## src/design/frb_pkg.sv

```systemverilog
// ---------------------------------------------------------------------------
// frb_pkg: fragment reassembly buffer shared types and constants
// Status codes, controller states, key result bundle and default sizes.
// ---------------------------------------------------------------------------
`timescale 1ns / 1ps
`default_nettype none
package frb_pkg;

  localparam int unsigned DEF_SLOTS     = 16;
  localparam int unsigned DEF_MSG_BYTES = 1024;
  localparam int unsigned KEY_W         = 32;
  localparam int unsigned FLEN_W        = 11;
  localparam int unsigned OLEN_W        = 11;
  localparam logic [10:0] MAX_PAYLOAD_RST = 11'd1024;
  // ceil(2^37 / 100): exact unsigned 32-bit divide by 100 after >> 37
  localparam logic [31:0] RECIP_100     = 32'h51EB_851F;
  localparam int unsigned RECIP_SHIFT   = 37;

  typedef enum logic [2:0] {
    ST_STORED    = 3'd0,
    ST_REJECTED  = 3'd1,
    ST_TABLE_FULL = 3'd2,
    ST_MSG_FULL  = 3'd3,
    ST_BYTE_READ = 3'd4,
    ST_NOT_FOUND = 3'd5
  } status_t;

  typedef enum logic [2:0] {
    S_IDLE,
    S_KEY1,
    S_KEY2,
    S_EXEC,
    S_RD,
    S_RDD
  } ctl_state_t;

  typedef struct packed {
    logic [KEY_W-1:0] key;
    logic [KEY_W-1:0] group;   // key / 100
  } key_res_t;

endpackage
`default_nettype wire

```

## src/design/frb_key_unit.sv

```systemverilog
// ---------------------------------------------------------------------------
// frb_key_unit: message key and group pipeline
// Stage 1 forms 100*(src*13+dest*7+seqno)+link, stage 2 divides it by 100.
// ---------------------------------------------------------------------------
`timescale 1ns / 1ps
`default_nettype none
module frb_key_unit
  import frb_pkg::*;
(
  input  wire logic        clk,
  input  wire logic [15:0] src,
  input  wire logic [15:0] dest,
  input  wire logic [15:0] seqno,
  input  wire logic [4:0]  link,
  output key_res_t         res
);

  logic [KEY_W-1:0] key_r, key_nxt;
  logic [KEY_W-1:0] group_r, group_nxt;
  logic [20:0]      h;
  logic [63:0]      prod;

  always_comb begin
    h         = 21'(src) * 21'd13 + 21'(dest) * 21'd7 + 21'(seqno);
    key_nxt   = 32'(h) * 32'd100 + 32'(link);
    prod      = 64'(key_r) * 64'(RECIP_100);
    group_nxt = 32'(prod >> RECIP_SHIFT);
  end

  always_ff @(posedge clk) begin
    key_r   <= key_nxt;
    group_r <= group_nxt;
  end

  // group_r is computed from key_r and registered in the cycle after it; the controller samples both after stage 2
  assign res.key   = key_r;
  assign res.group = group_r;

endmodule
`default_nettype wire

```

## config.mk

```make
export PLATFORM = sky130hd
export DESIGN_NAME = frb_key_unit
export DESIGN_NICKNAME = d
export VERILOG_FILES = /design/src/design/frb_pkg.sv /design/src/design/frb_key_unit.sv
export SDC_FILE = /design/constraint.sdc
export NUM_CORES = 1
export LEC_CHECK = 0
export BUFFER_PORTS_ARGS = -buffer_cell sky130_fd_sc_hd__clkbuf_2
export CAP_MARGIN = 20
export CELL_PAD_IN_SITES_DETAIL_PLACEMENT = 2
export CELL_PAD_IN_SITES_GLOBAL_PLACEMENT = 2
export CORE_UTILIZATION = 35
export DETAILED_ROUTE_END_ITERATION = 12
export PLACE_DENSITY_LB_ADDON = 0.1
export SLEW_MARGIN = 20
export SYNTH_ARGS = -nofsm -noshare
export SYNTH_HDL_FRONTEND = slang
export SYNTH_SLANG_ARGS = --single-unit
```

## constraint.sdc

```tcl
create_clock -name clk -period 21 [get_ports clk]
set_clock_uncertainty 0.1 [all_clocks]
set_input_delay 0 -clock clk [delete_from_list [all_inputs] [get_ports clk]]
set_output_delay 0 -clock clk [all_outputs]
set_load 0.005 [all_outputs]
```

* Word-level counts from Yosys, hierarchy flattened *
Index checks and enable logic that the tools add are counted.

storage, ports and cells
  output and inout port bits = 64
  logic and storage cells = 9
  flip-flop bits (word level) = 55
  input bits = 54

operators by class
  multipliers = 4
  $add $sub $neg = 3

operator list
  cell                                                 count
  multiplier 29 x 31 -> 60 bit, second input constant  1
  adder 28 x 5 -> 29 bit                               1
  multiplier 21 x 5 -> 26 bit, second input constant   1
  adder 20 x 19 -> 21 bit                              1
  adder 21 x 16 -> 21 bit                              1
  multiplier 16 x 4 -> 20 bit, second input constant   1
  multiplier 16 x 3 -> 19 bit, second input constant   1

* Depth between registers and ports, before layout *
Gate-level depths: netlist of run 1.

  depth in word-level cells = 5
  depth in mapped cells = 34
  gate-level depth less buffers = 33

* Worst setup path after synthesis of run 1 *
No wires, ideal clock.

  path type = input -> register
  start = in dest[1]
  end = reg key_r[27]
  data required time = 20.828 ns
  stages = 30
  library setup time = 0.072 ns
  data arrival time = 7.566 ns
  buffers on the path = 0
  setup slack = 13.261 ns
  cell sequence = inv_1 > fa_1 > inv_1 > fa_1 > inv_1 > fa_1 > fa_1 > inv_1 > fa_1 > a21oi_1 > o21bai_1 > a21oi_1 > o21ai_1 > a41oi_1 > a211oi_1 > a41oi_1 > mux2_2 > a2111o_1 > ha_1 > ha_1 > ha_1 > ha_1 > a21oi_1 > nand2_1 > nor3_1 > a211oi_1 > mux2_2 > or3_4 > nor4b_4 > xnor2_1

between the ends
  word-level cells in the longest chain between the ends = 5

RTL lines
  element                      line                text
  start: declaration           frb_key_unit.sv:12  input wire logic [15:0] dest,
  multiplier 16 x 3 -> 19 bit  frb_key_unit.sv:24  h = 21'(src) * 21'd13 + 21'(dest) * 21'd7 + 21'(seqno);
  adder 20 x 19 -> 21 bit      frb_key_unit.sv:24
  adder 21 x 16 -> 21 bit      frb_key_unit.sv:24
  multiplier 21 x 5 -> 26 bit  frb_key_unit.sv:25  key_nxt = 32'(h) * 32'd100 + 32'(link);
  adder 28 x 5 -> 29 bit       frb_key_unit.sv:25
  via key_nxt[27]              frb_key_unit.sv:18  logic [KEY_W-1:0] key_r, key_nxt;
  end signal: assignment       frb_key_unit.sv:31  key_r <= key_nxt;
  end: declaration             frb_key_unit.sv:18

The timed path passes the listed nets, and every way through them passes these cells.

* Final worst setup path of run 1 *
Same ends and word-level chain as after synthesis.

==> impl_metrics.ini, run 1 <==
[global_route]
gr-total-overflow = 0
globalRouteTotalUtil_pct = 20.5
grt_antenna_before_repair = 0
first_global_vias = 16900
pin_count_of_the_biggest_net_entering_global_routing = 18
grt_first_pass_wirelength_mm = 93.2

[setup_path]
slowest_delay_ps = 790
critical_path.endpoint_type = flip-flop
worstPathArrival_ps = 8510
critical_path.most_common_cell = sky130_fd_sc_hd__fa_1
crit_path_max_fanout = 12
slowest_stage = sky130_fd_sc_hd__a2111oi_0
worstPathRequired_ps = 21170
setup.worst_path.class = in2reg
crit_path_start_kind = primary input

[synthesis]
synth_top_area_cell = sky130_fd_sc_hd__fa_1
synth_enable_flop_cells = 0
synth_flop_cell = sky130_fd_sc_hd__dfxtp_1
post_synth_and_or_nand_nor_area_fraction_pct = 5.28
yosys.cell_count.top_type = sky130_fd_sc_hd__inv_1
synth.cell_area_um2 = 20900
async_flop_share_pct = 0
synth-compound-area-share_pct = 5.82
synth_warnings = 0
yosys.area.top_type_share_pct = 39.4
synth.mux.area_fraction_pct = 0.156
synth.top_cells.by_area = sky130_fd_sc_hd__fa_1 39%, sky130_fd_sc_hd__ha_1 28%, sky130_fd_sc_hd__inv_1 12%, sky130_fd_sc_hd__dfxtp_1 5.0%, sky130_fd_sc_hd__xnor2_1 2.1%
synth-adder-area-share_pct = 67.4
synthDistinctLibCells = 73
synth_top_family_by_area = adder cells
synthesis_stage_register_bit_count = 52
post_synthesis_cell_count = 2107
synth-xor-area-share_pct = 3.48
netlist_top_cells_count = 683 x sky130_fd_sc_hd__inv_1, 468 x sky130_fd_sc_hd__ha_1, 411 x sky130_fd_sc_hd__fa_1
seq_area_frac_synth_pct = 4.98
synth_area_per_cell_um2 = 9.92

[clocking]
cts.reportedPaths.clkPinSlew_ps = 80
cts_root_buffer = sky130_fd_sc_hd__clkbuf_16
buffers_from_clock_root_to_sink_at_most = 2
postCtsHoldBufs = 5
tritoncts = yes
post_cts.repair.setup_buffers = 0
cts_repair_resize_count = 0
cts_made_buffers = 5
clkSinkCount = 52
htreeDepth = 2
clock_insertion_delay_worst_skew_ps = 340

[min_path]
hold_class = in2reg

[floorplan]
coreArea_um2 = 59000
dieArea_um2 = 60700
num_rows = 89
die_height_um = 246
num_io_pins = 118
chipWidth_um = 246
floorplan.initialDensity_pct = 35.4

[placement]
routabilityCongestion = 0.914
detailed_place.area_um2 = 22300
buffer_ports.inserted = 105
detailedPlacementHpwl_mm = 54.7

[layout]
n_antenna_cell = 0
post-route-cell-area_um2 = 22500
area_delta_synth_final_pct = 7.84
finish.net_count = 3150
share_of_final_layout_standard_cells_stronger_than_drive_strength_1_pct = 6.40

[detailed_routing]
ant_nets = 0
drc = 0
vias = 14200
drt_iter0_markers = 385
firstDrtPassIters = 4
drt-wirelength-per-cell_um = 19.6
drt-vias-per-instance = 4.74
routed_wirelength_mm = 58.6

[timing]
max-slew-margin-rel_pct = 38.6
min_period_over_period_pct = 39.7
timing.setup.tns_ps = 0
layout_min_cycle_time_ps = 8340
slew_viol_final = 0
unrepaired_setup_endpoints_after_global_routing = no
max_clock_freq_ghz = 0.120
finalSetupViolations = 0
worst_slew_pin_slew_ps = 909
finalHoldViolations = 0

[run_status]
status = complete, no violations

[job]
drv.max_cap_violation_count = 0
## layer usage
layer	vias to the layer above	track usage [%]	routed length, um
met1	7290	24.8	24800
met3	46	2.03	1320
met5	-	0	0
met4	0	5.99	1630
li1	6677	-	-
met2	151	38.1	30800
## final cells by class
type / count / area, um^2
multi-input combinational: 1363 / 17200
fill: 6513 / 36500
clock inverter: 3 / 46.3
clock buffer: 5 / 125
sequential: 52 / 1040
tap: 773 / 967
timing repair buffer: 112 / 591
inverter: 683 / 2560
## per-stage QoR
step	utilization [%]	hold slack (ps)	std cells	setup slack [ps]
floorplan	-	-72.3	2118	13260
global placement	37.8	3.27	2978	12360
detailed placement	37.8	11.5	2978	12120
CTS	38.2	69.1	2991	12490
global route	38.2	105	2991	11980
finish	38.2	60.8	2991	12660
## flip-flops by register name, summed over array words and instances (netlist names)
| name | flops |
|---|---|
| group_r | 23 |
| key_r | 29 |
## critical path: cells and delay by family
family                   cells  cell delay (ps)
multiplexers                 2              790
XOR/XNOR                     1              150
buffers and inverters        6              430
adder cells (fa/ha/maj)      7             3440
AND/OR/NAND/NOR              4              910
AO/OA/AOI/OAI               11             2800
## logic make-up after synthesis
kind of cell,Yosys count
adder cells (fa/ha/maj),879
XOR/XNOR,83
AO/OA/AOI/OAI,183
other,1
AND/OR/NAND/NOR,203
flip-flops,52
buffers and inverters,703
multiplexers,3
## path summary, 6_finish.rpt
kind / from / depth (start not counted) / end / slack, ps
setup reg to reg: key_r[5] / 22 / group_r[22] / 12780
hold reg to reg: key_r[28] / 4 / group_r[22] / 1360
setup / recovery: dest[1] / 31 / key_r[27] / 12660
hold / removal: dest[0] / 3 / key_r[2] / 60
## cell usage in the layout (no fill, tap or decap), drive strengths merged, types with 5 or more instances in the layout
cell / n
o21ai: 37
a31oi: 8
a211oi: 11
or2: 7
xor2: 34
nor2: 40
nand3: 23
conb: 12
fa: 411
nor2b: 10
o211ai: 6
dfxtp: 52
ha: 468
nand2b: 12
nand4: 12
a21o: 20
nor3: 18
dlygate4sd3: 5
xnor2: 49
o21bai: 6
inv: 684
clkbuf: 110
nand2: 45
nor3b: 6
and3: 8
or3: 8
a21oi: 55
Power of run 1 is left out: the tool's default activity adds up to more than one toggle a clock period on the data nets, which glitch-free logic cannot reach.
==> inputs of run 2 (changes only) <==
--- a/config.mk
+++ b/config.mk
@@ -5,6 +5,7 @@
 export SDC_FILE = /design/constraint.sdc
 export NUM_CORES = 1
 export LEC_CHECK = 0
+export ABC_AREA = 1
 export BUFFER_PORTS_ARGS = -buffer_cell sky130_fd_sc_hd__clkbuf_2
 export CAP_MARGIN = 20
 export CELL_PAD_IN_SITES_DETAIL_PLACEMENT = 2
==> constraint.sdc (replaced) <==
create_clock -name clk -period 6.7 [get_ports clk]
set_clock_uncertainty 0.1 [all_clocks]
set_input_delay 0 -clock clk [delete_from_list [all_inputs] [get_ports clk]]
set_output_delay 0 -clock clk [all_outputs]
set_load 0.005 [all_outputs]
==> impl_metrics.ini, run 2 <==
[run_status]
status = complete, no violations

[floorplan]
die_height_um = 260
num_io_pins = 118
chipWidth_um = 260
coreArea_um2 = 65900
dieArea_um2 = 67700
num_rows = 94
floorplan.initialDensity_pct = 35.4

[layout]
multiInputGateArea_um2 = 19900
share_of_final_layout_standard_cells_stronger_than_drive_strength_1_pct = 19.8
seq_area_um2 = 1050
post-route-cell-area_um2 = 28200
area_delta_synth_final_pct = 20.9
largestRegisters = key_r (29), group_r (23)
registers.top_by_ff_count = key_r
mostFrequentLayoutCells = 871 x sky130_fd_sc_hd__inv_1, 441 x sky130_fd_sc_hd__ha_1, 396 x sky130_fd_sc_hd__fa_1
final_util_pct = 42.8
fillers = 7421
n_antenna_cell = 0
largest_reg_flops = 29
mostFrequentLayoutCell = sky130_fd_sc_hd__inv_1
finish.net_count = 4149

[timing]
timing.setup.tns_ps = 0
finalSetupViolations = 0
min_period_over_period_pct = 98.2
worst_slew_pin_slew_ps = 622
slew_viol_final = 0
max-slew-margin-rel_pct = 58.1
layout_min_cycle_time_ps = 6580
finalHoldViolations = 0
max_clock_freq_ghz = 0.152
unrepaired_setup_endpoints_after_global_routing = yes

[synthesis]
synthesis_stage_register_bit_count = 52
netlist_top_cells_count = 890 x sky130_fd_sc_hd__inv_1, 468 x sky130_fd_sc_hd__ha_1, 411 x sky130_fd_sc_hd__fa_1
synth_warnings = 0
synth.cell_area_um2 = 23300
synth.top_cells.by_area = sky130_fd_sc_hd__fa_1 35%, sky130_fd_sc_hd__ha_1 25%, sky130_fd_sc_hd__inv_1 14%, sky130_fd_sc_hd__nand2_1 6.1%, sky130_fd_sc_hd__dfxtp_1 4.5%
async_flop_share_pct = 0
synth_top_area_cell = sky130_fd_sc_hd__fa_1
yosys.cell_count.top_type = sky130_fd_sc_hd__inv_1
synth_enable_flop_cells = 0
yosys.area.top_type_share_pct = 35.3
seq_area_frac_synth_pct = 4.46
synth_flop_cell = sky130_fd_sc_hd__dfxtp_1
synthDistinctLibCells = 41
synth_area_per_cell_um2 = 8.25
post_synthesis_cell_count = 2828

[global_route]
grt_first_pass_wirelength_mm = 134
grt_antenna_before_repair = 0
globalRouteTotalUtil_pct = 26.3
gr-total-overflow = 0
first_global_vias = 23600
pin_count_of_the_biggest_net_entering_global_routing = 18

[setup_path]
critical_path.endpoint_type = flip-flop
worstPathArrival_ps = 6720
setup.reg_to_reg.worst_slack_ps = 120
worstPathRequired_ps = 6840
setup.worst_path.class = reg2reg
crit_path_start_kind = flip-flop
crit_path_max_fanout = 6

[clocking]
cts_root_buffer = sky130_fd_sc_hd__clkbuf_16
htreeDepth = 2
clock_insertion_delay_worst_skew_ps = 330
cts.reportedPaths.clkPinSlew_ps = 80
clkSinkCount = 52
cts_made_buffers = 5
tritoncts = yes
buffers_from_clock_root_to_sink_at_most = 2

[min_path]
hold_class = in2reg

[placement]
detailedPlacementHpwl_mm = 81.8
detailed_place.area_um2 = 26900
buffer_ports.inserted = 105
routabilityCongestion = 0.934

[job]
drv.max_cap_violation_count = 0

[detailed_routing]
drt_iter0_markers = 481
drt-wirelength-per-cell_um = 21.7
drt-vias-per-instance = 4.84
drc = 0
ant_nets = 0
routed_wirelength_mm = 88.4
firstDrtPassIters = 5
vias = 19700
## run 2: cell families after synthesis
group | after synthesis | synth area share (%)
compound gates | 218 | 5.27
xor+xnor | 52 | 1.98
fa+ha+maj | 879 | 60.4
buf+inv | 905 | 14.8
flops | 52 | 4.46
other cells | 1 | 0.0161
simple gates | 721 | 13.2
## run 2: path summary, 6_finish.rpt
kind | startpoint | to | cells after the start
worst max-delay path | key_r[18] | group_r[13] | 26
worst min-delay path | link[4] | key_r[4] | 3
worst max register to register | key_r[18] | group_r[13] | 26
worst min register to register | key_r[28] | group_r[22] | 6
## run 2: what timing repair did
item | CTS | global route
resized for setup | 61 | 211
hold endpoints to repair | 4 | 0
hold buffers | 4 | 0
pin swaps | 10 | 60
setup buffers | 3 | 13
endpoints found under the setup margin | 26 | 36
## run 2: per-stage QoR
step                setup slack, ps  hold WS [ps]  std cells
finish                          121          86.5       4081
global route                   -150          80.4       4081
CTS                           -11.1          73.9       4068
detailed placement             -688          7.97       4053
global placement               -379          6.78       4053
floorplan                       227         -72.3       2839
## run 2: final cells by class
type	count	share of cell area, %
Inverter	892	11.9
Clock inverter	2	0.0621
Multi-Input combinational cell	1882	70.6
Tap cell	864	3.83
Clock buffer	6	0.492
Sequential cell	52	3.72
Timing Repair Buffer	383	9.45
## run 2: routing by layer
layer / vias to the layer above / part of all wire [%] / GRT usage [%]
li1: 9249 / - / -
met1: 10200 / 39 / 29.7
met2: 197 / 56 / 52.6
met3: 105 / 0.89 / 0.712
met4: 0 / 3.9 / 8.45
met5: - / 0 / 0
## run 2: worst max-delay path: stages (launching register included)
cell and delay, ps:
sky130_fd_sc_hd__dfxtp_2 400, sky130_fd_sc_hd__buf_4 180, sky130_fd_sc_hd__inv_1 120, sky130_fd_sc_hd__ha_1 330, sky130_fd_sc_hd__inv_1 90, sky130_fd_sc_hd__fa_2 570, sky130_fd_sc_hd__inv_1 70, sky130_fd_sc_hd__fa_1 510
sky130_fd_sc_hd__inv_1 80, sky130_fd_sc_hd__fa_1 550, sky130_fd_sc_hd__inv_1 50, sky130_fd_sc_hd__fa_1 480, sky130_fd_sc_hd__inv_1 60, sky130_fd_sc_hd__fa_2 570, sky130_fd_sc_hd__ha_1 250, sky130_fd_sc_hd__ha_1 280
sky130_fd_sc_hd__ha_1 310, sky130_fd_sc_hd__nand2_1 120, sky130_fd_sc_hd__buf_4 160, sky130_fd_sc_hd__nor2_1 140, sky130_fd_sc_hd__inv_1 100, sky130_fd_sc_hd__nor2_2 130, sky130_fd_sc_hd__nand2_2 110, sky130_fd_sc_hd__nor4_4 280
sky130_fd_sc_hd__o21ai_2 140, sky130_fd_sc_hd__nand2_1 110, sky130_fd_sc_hd__xor2_1 170
Power of run 2 is left out for the same reason.
